$ cat config.mk
export PLATFORM = sky130hd
export DESIGN_NAME = uplink_link_supervisor
export DESIGN_NICKNAME = d
export VERILOG_FILES = /design/src/hdl/ulsup_pkg.sv /design/src/hdl/ulsup_seq_track.sv /design/src/hdl/ulsup_edges.sv /design/src/hdl/uplink_link_supervisor.sv
export SDC_FILE = /design/constraint.sdc
export NUM_CORES = 1
export LEC_CHECK = 0
export ABC_CLOCK_PERIOD_IN_PS = 7400
export BUFFER_PORTS_ARGS = -buffer_cell sky130_fd_sc_hd__buf_2
export CAP_MARGIN = 20
export CORE_ASPECT_RATIO = 1.1
export CORE_MARGIN = 2
export CORE_UTILIZATION = 40
export DETAILED_ROUTE_END_ITERATION = 8
export GPL_TIMING_DRIVEN = 0
export PLACE_DENSITY = 0.68
export SYNTH_ARGS = -nofsm -noshare
export SYNTH_HDL_FRONTEND = slang
export SYNTH_HIERARCHICAL = 1
export SYNTH_SLANG_ARGS = --single-unit
$ cat constraint.sdc
create_clock -name clk -period 7.4 [get_ports clk]
set_input_delay 1.48 -clock clk [delete_from_list [all_inputs] [get_ports clk]]
set_output_delay 1.48 -clock clk [all_outputs]
set_load 0.03 [all_outputs]
$ cat src/hdl/ulsup_pkg.sv
// ----------------------------------------------------------------------------
// ulsup_pkg
// Shared types, codes and helpers for the uplink link supervisor.
// ----------------------------------------------------------------------------
package ulsup_pkg;

    localparam int TYPE_COUNT_DEF = 16;

    localparam int CFG_IDX_W  = 3;
    localparam int CFG_DATA_W = 20;
    localparam int TIMEOUT_W  = 20;

    localparam logic [CFG_IDX_W-1:0] CFG_TIMEOUT  = 3'd0;
    localparam logic [CFG_IDX_W-1:0] CFG_SAFE     = 3'd1;
    localparam logic [CFG_IDX_W-1:0] CFG_STALE    = 3'd2;
    localparam logic [CFG_IDX_W-1:0] CFG_MISMATCH = 3'd3;
    localparam logic [CFG_IDX_W-1:0] CFG_UNSHAKEN = 3'd4;

    localparam logic [TIMEOUT_W-1:0] TIMEOUT_RST  = 20'd1000;
    localparam logic [7:0]           SAFE_RST     = 8'h01;
    localparam logic [7:0]           STALE_RST    = 8'h02;
    localparam logic [7:0]           MISMATCH_RST = 8'h04;
    localparam logic [7:0]           UNSHAKEN_RST = 8'h08;

    localparam logic [1:0] MODE_FRAME     = 2'd0;
    localparam logic [1:0] MODE_TICK      = 2'd1;
    localparam logic [1:0] MODE_RECONNECT = 2'd2;

    localparam int EV_W        = 10;
    localparam int EV_SAFE_IN   = 0;
    localparam int EV_SAFE_OUT  = 1;
    localparam int EV_STALE_IN  = 2;
    localparam int EV_STALE_OUT = 3;
    localparam int EV_HS_DONE   = 4;
    localparam int EV_HS_LOST   = 5;
    localparam int EV_MISMATCH  = 6;
    localparam int EV_LOST      = 7;
    localparam int EV_RESTORED  = 8;
    localparam int EV_RESTART   = 9;

    typedef struct packed {
        logic [1:0]  mode;
        logic [7:0]  frame_type;
        logic [15:0] frame_seq;
        logic [31:0] remote_time;
        logic [7:0]  frame_status;
        logic [15:0] cmd_echo_in;
        logic [31:0] now_ms;
    } in_item_t;

    typedef struct packed {
        logic [EV_W-1:0] events;
        logic            any_event;
        logic            link_alive;
        logic [31:0]     gap_total;
        logic [31:0]     frame_total;
        logic [31:0]     reconnect_total;
        logic [15:0]     cmd_echo_out;
        logic [7:0]      status_out;
    } out_item_t;

    typedef struct packed {
        logic [7:0] safe;
        logic [7:0] stale;
        logic [7:0] mismatch;
        logic [7:0] unshaken;
    } mask_set_t;

    // sequence table operation for the request being retired
    typedef struct packed {
        logic        frame;
        logic        clear;
        logic [7:0]  frame_type;
        logic [15:0] frame_seq;
    } seq_op_t;

    function automatic logic [31:0] sat_add32(input logic [31:0] a, input logic [31:0] b);
        logic [32:0] s;
        s = {1'b0, a} + {1'b0, b};
        return s[32] ? 32'hFFFF_FFFF : s[31:0];
    endfunction

endpackage

$ cat src/hdl/ulsup_seq_track.sv
// ----------------------------------------------------------------------------
// ulsup_seq_track
// Per-type sequence table with valid marks; yields the missing-frame count.
// ----------------------------------------------------------------------------
module ulsup_seq_track #(
    parameter int TYPE_COUNT = ulsup_pkg::TYPE_COUNT_DEF
) (
    input  logic              clk,
    input  logic              rst_n,
    input  logic              rd_req,
    input  logic [7:0]        rd_type,
    input  ulsup_pkg::seq_op_t op,
    output logic [15:0]       miss
);
    import ulsup_pkg::*;

    localparam int IDX_W = (TYPE_COUNT > 1) ? $clog2(TYPE_COUNT) : 1;
    localparam logic [8:0] TYPE_LIMIT = 9'(TYPE_COUNT);

    logic [15:0]           seq_mem [TYPE_COUNT];
    logic [15:0]           rd_data_reg;
    logic [TYPE_COUNT-1:0] seq_valid_reg;
    logic [TYPE_COUNT-1:0] seq_valid_next;
    logic [IDX_W-1:0]      op_idx;
    logic [IDX_W-1:0]      rd_idx;
    logic                  in_range;
    logic                  wr_en;
    logic                  tracked;
    logic [15:0]           gap;

    assign op_idx   = op.frame_type[IDX_W-1:0];
    assign rd_idx   = rd_type[IDX_W-1:0];
    assign in_range = {1'b0, op.frame_type} < TYPE_LIMIT;
    assign wr_en    = op.frame && in_range;

    // write-through forwarding covers the request retiring on the read edge
    always_ff @(posedge clk)
    begin
        if (wr_en)
        begin
            seq_mem[op_idx] <= op.frame_seq;
        end
        if (rd_req)
        begin
            if (wr_en && (op_idx == rd_idx))
            begin
                rd_data_reg <= op.frame_seq;
            end
            else
            begin
                rd_data_reg <= seq_mem[rd_idx];
            end
        end
    end

    always_comb
    begin
        seq_valid_next = op.clear ? '0 : seq_valid_reg;
        if (wr_en)
        begin
            seq_valid_next[op_idx] = 1'b1;
        end
    end

    always_ff @(posedge clk or negedge rst_n)
    begin
        if (!rst_n)
        begin
            seq_valid_reg <= '0;
        end
        else
        begin
            seq_valid_reg <= seq_valid_next;
        end
    end

    assign tracked = in_range && !op.clear && seq_valid_reg[op_idx];
    assign gap     = op.frame_seq - rd_data_reg;
    assign miss    = (tracked && (gap > 16'd1)) ? (gap - 16'd1) : 16'd0;

endmodule

$ cat src/hdl/ulsup_edges.sv
// ----------------------------------------------------------------------------
// ulsup_edges
// Rising/falling detection of the masked remote status groups.
// ----------------------------------------------------------------------------
module ulsup_edges (
    input  logic [7:0]              prev,
    input  logic [7:0]              now,
    input  logic                    first,
    input  ulsup_pkg::mask_set_t    masks,
    output logic [ulsup_pkg::EV_W-1:0] events
);
    import ulsup_pkg::*;

    logic p_safe, n_safe, p_stale, n_stale, p_mis, n_mis, p_hs, n_hs;

    assign p_safe  = |(prev & masks.safe);
    assign n_safe  = |(now & masks.safe);
    assign p_stale = |(prev & masks.stale);
    assign n_stale = |(now & masks.stale);
    assign p_mis   = |(prev & masks.mismatch);
    assign n_mis   = |(now & masks.mismatch);
    assign p_hs    = |(prev & masks.unshaken);
    assign n_hs    = |(now & masks.unshaken);

    always_comb
    begin
        events               = '0;
        events[EV_SAFE_IN]   = n_safe && !p_safe;
        events[EV_SAFE_OUT]  = !n_safe && p_safe;
        events[EV_STALE_IN]  = n_stale && !p_stale;
        events[EV_STALE_OUT] = !n_stale && p_stale;
        events[EV_MISMATCH]  = n_mis && !p_mis;
        events[EV_HS_LOST]   = n_hs && !p_hs;
        // first frame already handshaked counts as done
        events[EV_HS_DONE]   = (!n_hs && p_hs) || (first && !n_hs);
    end

endmodule

$ cat src/hdl/uplink_link_supervisor.sv
// ----------------------------------------------------------------------------
// uplink_link_supervisor
// Uplink supervision: restart, sequence gaps, status edges, loss, reconnect.
// ----------------------------------------------------------------------------
// Path: an accepted request passes the input register, single-pass logic and
// then the result register.
// Throughput: one request per cycle; the input register advances whenever
// the result register is empty or being taken.
// Reset: async, active low; config returns to defaults, counters and link
// state clear, sequence marks invalidate at once.
module uplink_link_supervisor #(
    parameter int TYPE_COUNT = ulsup_pkg::TYPE_COUNT_DEF
) (
    input  logic                                clk,
    input  logic                                rst_n,
    input  logic                                in_valid,
    output logic                                in_ready,
    input  ulsup_pkg::in_item_t                 in_item,
    output logic                                out_valid,
    input  logic                                out_ready,
    output ulsup_pkg::out_item_t                out_item,
    input  logic                                cfg_valid,
    output logic                                cfg_ready,
    input  logic [ulsup_pkg::CFG_IDX_W-1:0]     cfg_index,
    input  logic [ulsup_pkg::CFG_DATA_W-1:0]    cfg_data
);
    import ulsup_pkg::*;

    // configuration
    logic [TIMEOUT_W-1:0] timeout_reg;
    mask_set_t            masks_reg;

    // pipeline
    logic      s1_valid_reg;
    in_item_t  s1_item_reg;
    logic      out_valid_reg;
    out_item_t out_item_reg;
    logic      s1_adv;
    logic      proc;

    // link state
    logic [7:0]  status_reg,       status_next;
    logic        seen_reg,         seen_next;
    logic        alive_reg,        alive_next;
    logic        tvalid_reg,       tvalid_next;
    logic [31:0] last_rtime_reg,   last_rtime_next;
    logic [15:0] cmd_echo_reg,     cmd_echo_next;
    logic [31:0] last_ftime_reg,   last_ftime_next;
    logic [31:0] gap_cnt_reg,      gap_cnt_next;
    logic [31:0] frame_cnt_reg,    frame_cnt_next;
    logic [31:0] recon_cnt_reg,    recon_cnt_next;

    logic [EV_W-1:0] ev;
    logic [EV_W-1:0] edge_ev;
    logic [7:0]      prev_status;
    logic            restart;
    logic            lost;
    logic [31:0]     elapsed;
    logic [15:0]     miss;
    seq_op_t         seq_op;
    out_item_t       res;

    assign cfg_ready = 1'b1;

    always_ff @(posedge clk or negedge rst_n)
    begin
        if (!rst_n)
        begin
            timeout_reg        <= TIMEOUT_RST;
            masks_reg.safe     <= SAFE_RST;
            masks_reg.stale    <= STALE_RST;
            masks_reg.mismatch <= MISMATCH_RST;
            masks_reg.unshaken <= UNSHAKEN_RST;
        end
        else if (cfg_valid)
        begin
            case (cfg_index)
                CFG_TIMEOUT:  timeout_reg        <= cfg_data[TIMEOUT_W-1:0];
                CFG_SAFE:     masks_reg.safe     <= cfg_data[7:0];
                CFG_STALE:    masks_reg.stale    <= cfg_data[7:0];
                CFG_MISMATCH: masks_reg.mismatch <= cfg_data[7:0];
                CFG_UNSHAKEN: masks_reg.unshaken <= cfg_data[7:0];
                default:      ;
            endcase
        end
    end

    assign s1_adv    = !out_valid_reg || out_ready;
    assign in_ready  = !s1_valid_reg || s1_adv;
    assign proc      = s1_valid_reg && s1_adv;
    assign out_valid = out_valid_reg;
    assign out_item  = out_item_reg;

    always_ff @(posedge clk or negedge rst_n)
    begin
        if (!rst_n)
        begin
            s1_valid_reg  <= 1'b0;
            out_valid_reg <= 1'b0;
        end
        else
        begin
            if (in_ready)
            begin
                s1_valid_reg <= in_valid;
            end
            if (s1_adv)
            begin
                out_valid_reg <= s1_valid_reg;
            end
        end
    end

    always_ff @(posedge clk)
    begin
        if (in_valid && in_ready)
        begin
            s1_item_reg <= in_item;
        end
        if (proc)
        begin
            out_item_reg <= res;
        end
    end

    assign restart     = tvalid_reg && (s1_item_reg.remote_time < last_rtime_reg);
    assign elapsed     = s1_item_reg.now_ms - last_ftime_reg;
    assign lost        = alive_reg && (elapsed > {12'd0, timeout_reg});
    assign prev_status = seen_reg ? status_reg : masks_reg.unshaken;

    ulsup_edges u_edges (
        .prev   (prev_status),
        .now    (s1_item_reg.frame_status),
        .first  (!seen_reg),
        .masks  (masks_reg),
        .events (edge_ev)
    );

    always_comb
    begin
        seq_op.frame      = proc && (s1_item_reg.mode == MODE_FRAME);
        seq_op.clear      = 1'b0;
        seq_op.frame_type = s1_item_reg.frame_type;
        seq_op.frame_seq  = s1_item_reg.frame_seq;
        if (proc)
        begin
            case (s1_item_reg.mode)
                MODE_FRAME:     seq_op.clear = restart;
                MODE_TICK:      seq_op.clear = lost;
                MODE_RECONNECT: seq_op.clear = 1'b1;
                default:        seq_op.clear = 1'b0;
            endcase
        end
    end

    ulsup_seq_track #(
        .TYPE_COUNT (TYPE_COUNT)
    ) u_seq_track (
        .clk     (clk),
        .rst_n   (rst_n),
        .rd_req  (in_valid && in_ready),
        .rd_type (in_item.frame_type),
        .op      (seq_op),
        .miss    (miss)
    );

    always_comb
    begin
        ev              = '0;
        status_next     = status_reg;
        seen_next       = seen_reg;
        alive_next      = alive_reg;
        tvalid_next     = tvalid_reg;
        last_rtime_next = last_rtime_reg;
        cmd_echo_next   = cmd_echo_reg;
        last_ftime_next = last_ftime_reg;
        gap_cnt_next    = gap_cnt_reg;
        frame_cnt_next  = frame_cnt_reg;
        recon_cnt_next  = recon_cnt_reg;
        case (s1_item_reg.mode)
            MODE_FRAME:
            begin
                ev                 = edge_ev;
                ev[EV_RESTART]     = restart;
                ev[EV_RESTORED]    = !alive_reg && seen_reg;
                tvalid_next        = 1'b1;
                last_rtime_next    = s1_item_reg.remote_time;
                gap_cnt_next       = sat_add32(gap_cnt_reg, {16'd0, miss});
                frame_cnt_next     = sat_add32(frame_cnt_reg, 32'd1);
                cmd_echo_next      = s1_item_reg.cmd_echo_in;
                last_ftime_next    = s1_item_reg.now_ms;
                alive_next         = 1'b1;
                status_next        = s1_item_reg.frame_status;
                seen_next          = 1'b1;
            end
            MODE_TICK:
            begin
                if (lost)
                begin
                    ev[EV_LOST] = 1'b1;
                    alive_next  = 1'b0;
                    status_next = masks_reg.unshaken;
                    tvalid_next = 1'b0;
                end
            end
            MODE_RECONNECT:
            begin
                status_next     = masks_reg.unshaken;
                seen_next       = 1'b0;
                alive_next      = 1'b0;
                tvalid_next     = 1'b0;
                cmd_echo_next   = 16'd0;
                last_ftime_next = s1_item_reg.now_ms;
                recon_cnt_next  = sat_add32(recon_cnt_reg, 32'd1);
            end
            default: ;
        endcase

        res.events          = ev;
        res.any_event       = |ev;
        res.link_alive      = alive_next;
        res.gap_total       = gap_cnt_next;
        res.frame_total     = frame_cnt_next;
        res.reconnect_total = recon_cnt_next;
        res.cmd_echo_out    = cmd_echo_next;
        res.status_out      = status_next;
    end

    always_ff @(posedge clk or negedge rst_n)
    begin
        if (!rst_n)
        begin
            status_reg     <= UNSHAKEN_RST;
            seen_reg       <= 1'b0;
            alive_reg      <= 1'b0;
            tvalid_reg     <= 1'b0;
            last_rtime_reg <= '0;
            cmd_echo_reg   <= '0;
            last_ftime_reg <= '0;
            gap_cnt_reg    <= '0;
            frame_cnt_reg  <= '0;
            recon_cnt_reg  <= '0;
        end
        else if (proc)
        begin
            status_reg     <= status_next;
            seen_reg       <= seen_next;
            alive_reg      <= alive_next;
            tvalid_reg     <= tvalid_next;
            last_rtime_reg <= last_rtime_next;
            cmd_echo_reg   <= cmd_echo_next;
            last_ftime_reg <= last_ftime_next;
            gap_cnt_reg    <= gap_cnt_next;
            frame_cnt_reg  <= frame_cnt_next;
            recon_cnt_reg  <= recon_cnt_next;
        end
    end

    // reconnect reports nothing and leaves the link down
    a_recon_quiet: assert property (@(posedge clk) disable iff (!rst_n)
        proc && (s1_item_reg.mode == MODE_RECONNECT)
        |=> (out_item.events == '0) && !out_item.link_alive)
        else $error("reconnect result carries events or live link");

    // loss forces the link down and status to not-handshaked
    a_lost_state: assert property (@(posedge clk) disable iff (!rst_n)
        out_valid && out_item.events[EV_LOST]
        |-> !out_item.link_alive && (out_item.status_out == masks_reg.unshaken))
        else $error("loss reported without forced status");

    // saturating counters never move backward
    a_cnt_mono: assert property (@(posedge clk) disable iff (!rst_n)
        (frame_cnt_reg >= $past(frame_cnt_reg)) && (gap_cnt_reg >= $past(gap_cnt_reg)))
        else $error("counter decreased");

endmodule

==> reports/qor.txt, run 1 <==
Die Span Y: 320 um
FF-to-FF End: out_item[118]
Fmax: 134 MHz
Gr busiest metal: met2
Kind of critical path: flop to flop
Clock buffer count from CTS: 84
Max-Cap Viols: 0
Routed wire length: 92,500 um
Final worst slack: -0.0582 ns
Layout Nets: 3,523
Port-buffer cells: 275
Final total power: 12,400 uW
Leak: 0.0174 uW
Final setup violation count: 8
Clock slew at reported path FFs: 0.06 ns
Gate Count Post-Synth: 2,817
Warnings, synthesis: 6
Met3 Use GR: 3.70%
Synthesis-to-finish area growth: 21.0%
Proportion of layout cells with a drive suffix above 1: 26.5%
Grt ovf: 0
Cell Pwr Density: 283 nW/um2
Final Hold Vio Count: 0
Clock skew: 0.0607 ns
CTS tree: built
Failing checks: setup timing
Die ar.: 93,000 um2
Fin Hold WS: 0.476 ns
Core area: 89,600 um2
Status: finished, violations left
Max reg flops: 256
Largest net degree at the start of global routing: 97
Clock H-tree levels: 3
Net Count, Synth: 3,083
TritonCTS Sinks: 775
Worst hold stages: 2
Clk_lat worst skew: 0.68 ns
Root Buffer: clkbuf_16
Placer Congestion: 0.895
Syn avg cell area: 12.9 um2
Drt drc: 0
Placed inst area: 39,500 um2
Worst-Margin Slew: 1.16 ns
Worst R2R Path Depth: 40
Die X: 291 um
Number of routed nets with antenna violations: 0
Endpoint type of the worst setup path: flop
Most common cell after layout, fill and taps aside: edfxtp_1
Required @ worst endpoint: 7.80 ns
GR Util All Layers: 19.6%
Flop2flop setup slack: -0.06 ns
Hold path start: s1_item_reg[56]
Fin area: 43,800 um2
FF-to-FF Start: s1_item_reg[4]
Worst VDD drop: 0.000193 V
Grt met1 use: 25.0%
Max Fanout on Critical Path: 6
First-pass GRT wire length: 142,000 um
RSZ-0062 raised after global routing: true
Hold Path Sink: last_rtime_reg[0]
Drt first pass iters: 7
Arrival time worst endpoint: 7.86 ns
Slew Limit Fails: 0
HP Class: flop to flop
Slowest stage cell on the critical path: edfxtp_1
Initial antenna violation count: 4
CP Buf/Inv Count: 4
Fin crit period: 7.46 ns
Worst stage delay on the critical path: 0.46 ns
Starting density of the core: 40.4%
IO Pins: 277
Relative slew slack: 21.7%
CP most frequent cell: nor2_2
Setup crit start kind: flop
DR vias/cell: 5.46
1st-iter DRT viols: 1,725
DR vias: 24,577
Num rows: 115
Final Cycle Share: 101%
Avg WL per Cell: 20.5 um
Vias in the first global route: 24,231
Routing usage on met2: 33.7%
Clock Path Buffers: 3
Synthesized area: 36,200 um2
Post-detail-place hpwl: 65,000 um
Top delay family on crit path: compound AO/OA/AOI/OAI gates
Most frequent cells in the layout: edfxtp_1 (518), nand2_1 (293), buf_2 (286)
[worst min-delay path: stages, from the launching register on]
cell	delay, ns
edfxtp_1	0.34
nand2_1	0.05
nand2_1	0.05
[layer usage]
metal | routed length (um) | vias up
met4 | 2170 | 2
met3 | 5390 | 138
met1 | 38700 | 12210
met2 | 46200 | 800
met5 | 13 | -
li1 | - | 11427
[area by class of cell]
cell class	count	area, um2
clock buffers	104	2330
well taps	1170	1460
inverters	136	518
fillers	7714	45800
diodes	1	2.50
multi-input cells	1785	13900
flip-flops and latches	775	22000
clock inverters	54	741
plain buffers	119	546
repair buffers	356	2290
[worst max-delay path by stage]
stage,from,to,slack (ns),cells past startpoint
6_report,s1_item_reg[4],out_item[118],-0.06,40
5_1_grt,s1_item_reg[4],out_item[118],-0.39,40
4_1_cts,s1_item_reg[0],out_item[96],0.007,37
3_5_place_dp,s1_item_reg[4],out_item[103],-2.20,40
3_3_place_gp,s1_item_reg[4],out_item[103],-2.20,40
2_1_floorplan,s1_item_reg[4],out_item[104],0.02,39
[through the flow]
step / worst slack (ns) / std cells / util [%] / setup TNS, ns
global route: -0.388 / 4500 / 48.9 / -15.02
floorplan: 0.0161 / 2817 / - / 0
finish: -0.0582 / 4500 / 48.9 / -0.260
CTS: 0.00693 / 4451 / 47.8 / 0
global placement: -2.20 / 4262 / 43.6 / -531.19
detailed placement: -2.20 / 4284 / 44.1 / -112.55
[where the power goes]
part | switching [uW] | total, uW | internal (uW)
sequential | 274 | 5360 | 5080
combinational | 1490 | 2480 | 987
clock | 1830 | 4550 | 2730
total | 3590 | 12400 | 8800
[timing repair]
| action | in CTS | in global routing |
|---|---|---|
| endpoints found under the setup margin | 64 | 64 |
| endpoints found under the hold margin | 0 | 0 |
| pin swaps | 21 | 80 |
| gates resized for setup | 57 | 154 |
| hold buffers | 0 | 0 |
| gates cloned | 0 | 1 |
| buffers inserted | 12 | 47 |
(Power assumes the default switching activity.)
==> inputs of run 2 (changes only) <==
CORE_UTILIZATION = 29   (was 40)
PLACE_DENSITY = 0.55   (was 0.68)
==> run 2 against run 1 <==
The run now ends clean. Setup slack improved by 0.23 ns. Sequential power barely moved. First-iteration DRC count fell by 2.4%. Worst hold slack got worse by 0.0011 ns. Largest cell class unchanged. Cell area rose by 0.77%. Largest power group unchanged. Cell count rose by 11%.
==> reports/qor.txt, run 2 (same netlist as run 1, synthesis figures left out) <==
Die X: 341 um (was 291 um)
IO Pins: 277 (unchanged)
Fmax: 138 MHz (was 134 MHz)
Clk_lat worst skew: 0.70 ns (was 0.68 ns)
Routed wire length: 96,500 um (was 92,500 um)
Die ar.: 128,000 um2 (was 93,000 um2)
Required @ worst endpoint: 7.83 ns (was 7.80 ns)
Largest net degree at the start of global routing: 99 (was 97)
Synthesis-to-finish area growth: 21.9% (was 21.0%)
HP Class: flop to flop (unchanged)
Combinational share of power: 20.1% (was 20.0%)
Arrival time worst endpoint: 7.65 ns (was 7.86 ns)
Initial antenna violation count: 6 (was 4)
Cell-internal power: 8660 uW (was 8800 uW)
Status: completed (was finished, violations left)
Final total power: 12,300 uW (was 12,400 uW)
Sw Share: 29.4% (was 29.0%)
Fin crit period: 7.22 ns (was 7.46 ns)
CP most frequent cell: inv_2 (was nor2_2)
Worst stage delay on the critical path: 0.42 ns (was 0.46 ns)
Most common cell after layout, fill and taps aside: edfxtp_1 (unchanged)
Post-detail-place hpwl: 69,200 um (was 65,000 um)
Worst-Margin Slew: 0.981 ns (was 1.16 ns)
Core area: 124,000 um2 (was 89,600 um2)
Worst VDD drop: 0.000164 V (was 0.000193 V)
Leak: 0.0172 uW (was 0.0174 uW)
Number of routed nets with antenna violations: 0 (unchanged)
CTS tree: built (unchanged)
Final Cycle Share: 97.6% (was 101%)
Hold buffers post-CTS: 0 (unchanged)
Drt first pass iters: 5 (was 7)
RSZ-0062 raised after global routing: true (unchanged)
Root Buffer: clkbuf_16 (unchanged)
Drt drc: 0 (unchanged)
Cell Pwr Density: 278 nW/um2 (was 283 nW/um2)
Placer Congestion: 0.869 (was 0.895)
Slowest stage cell on the critical path: a311o_1 (was edfxtp_1)
Final worst slack: 0.176 ns (was -0.0582 ns)
TritonCTS Sinks: 775 (unchanged)
Proportion of layout cells with a drive suffix above 1: 25.4% (was 26.5%)
Clock buffer count from CTS: 89 (was 84)
Avg WL per Cell: 19.4 um (was 20.5 um)
Clk pwr share: 36.2% (was 36.8%)
Relative slew slack: 34.6% (was 21.7%)
Clock slew at reported path FFs: 0.06 ns (about the same)
DP Worst Slack: -2.33 ns (was -2.20 ns)
Flop2flop setup slack: 0.18 ns (was -0.06 ns)
Final setup violation count: 0 (was 8)
Setup crit start kind: flop (unchanged)
Max-Cap Viols: 0 (unchanged)
DR vias: 24,204 (was 24,577)
Clock Path Buffers: 3 (unchanged)
Max reg flops: 256 (unchanged)
Grt ovf: 0 (unchanged)
Most frequent cells in the layout: edfxtp_1 (518), nand2_1 (291), buf_2 (287) (was edfxtp_1 (518), nand2_1 (293), buf_2 (286))
Port-buffer cells: 275 (unchanged)
Clock H-tree levels: 3 (unchanged)
Slew Limit Fails: 0 (unchanged)
Sequential share of power: 43.7% (was 43.2%)
Num rows: 136 (was 115)
Die Span Y: 375 um (was 320 um)
Placed cells: 4,773 (was 4,284)
Starting density of the core: 29.1% (was 40.4%)
Top delay family on crit path: compound AO/OA/AOI/OAI gates (unchanged)
1st-iter DRT viols: 1,684 (was 1,725)
Layout Nets: 3,513 (was 3,523)
Clock skew: 0.0372 ns (was 0.0607 ns)
TNS Setup: 0 ns (was -0.260 ns)
First-pass GRT wire length: 148,000 um (was 142,000 um)
Switch Pwr: 3600 uW (was 3590 uW)
Kind of critical path: flop to flop (unchanged)
DR vias/cell: 4.86 (was 5.46)
CP Buf/Inv Count: 6 (was 4)
Endpoint type of the worst setup path: flop (unchanged)
Vias in the first global route: 24,164 (was 24,231)
Layout Cells excl Fill: 4,977 (was 4,500)
Final Hold Vio Count: 0 (unchanged)
Finished Core Util: 35.5% (was 48.9%)
GR Util All Layers: 15.0% (was 19.6%)
Max Fanout on Critical Path: 4 (was 6)
-- run 2: changes by cell type in the layout (fill, tap and decap cells not counted), sizes merged --
cell and delta:
buf -15, clkinvlp +5, clkinv -1, bufinv -5, clkbuf +7
-- run 2: through the flow --
stage | area, um2 | hold slack [ns]
2_1_floorplan | 36200 | 0.431
3_3_place_gp | 39700 | 0.452
3_5_place_dp | 40200 | 0.463
4_1_cts | 43600 | 0.478
5_1_grt | 44100 | 0.489
6_report | 44100 | 0.474
-- run 2: final cells by class --
class	count	area, um2
Antenna cell	1	2.50
Buffer	119	547
Clock buffer	111	2400
Clock inverter	53	572
Fill cell	12108	80200
Inverter	136	518
Multi-Input combinational cell	1785	13800
Sequential cell	775	22000
Tap cell	1656	2070
Timing Repair Buffer	341	2210
-- run 2: worst paths after layout --
kind / from / to / cells past startpoint
max: s1_item_reg[0] / out_item[118] / 40
min: s1_item_reg[56] / last_rtime_reg[0] / 2
max reg2reg: s1_item_reg[0] / out_item[118] / 40
min reg2reg: s1_item_reg[56] / last_rtime_reg[0] / 2
max in group asynchronous: rst_n / recon_cnt_reg[11] / 3
min in group asynchronous: rst_n / last_rtime_reg[9] / 1
-- run 2: metal layers --
layer  up-vias  track usage [%]  wire [um]  share of wire [%]
met5         -                0         16              0.017
li1      11415                -          -                  -
met1     12068             19.5      42200                 44
met4         2             4.23       2120                2.2
met2       584             25.6      47600                 49
met3       135             2.78       4670                4.8
-- run 2: power groups by stage --
stage	registers [uW]	clock network, uW	logic, uW
after CTS	5370	4590	2450
after global placement	5460	0	2340
after floorplan	5540	0	1550
after detailed placement	5450	0	2380
after global routing	5410	4770	2750
final	5360	4440	2460
-- run 2: timing repair --
item,CTS,global route
endpoints found under the setup margin,64,59
gates cloned,0,1
pin swaps,35,65
resized for setup,75,105
setup buffers,19,18
-- run 2: worst reg2reg max path: cells and delay by family, from the launching register on --
family / cells / cell delay, ns
XOR/XNOR: 1 / 0.17
AND/OR/NAND/NOR: 15 / 2.27
buffers and inverters: 6 / 0.48
AO/OA/AOI/OAI: 13 / 2.42
flip-flops: 1 / 0.38
adder cells (fa/ha/maj): 5 / 1.29
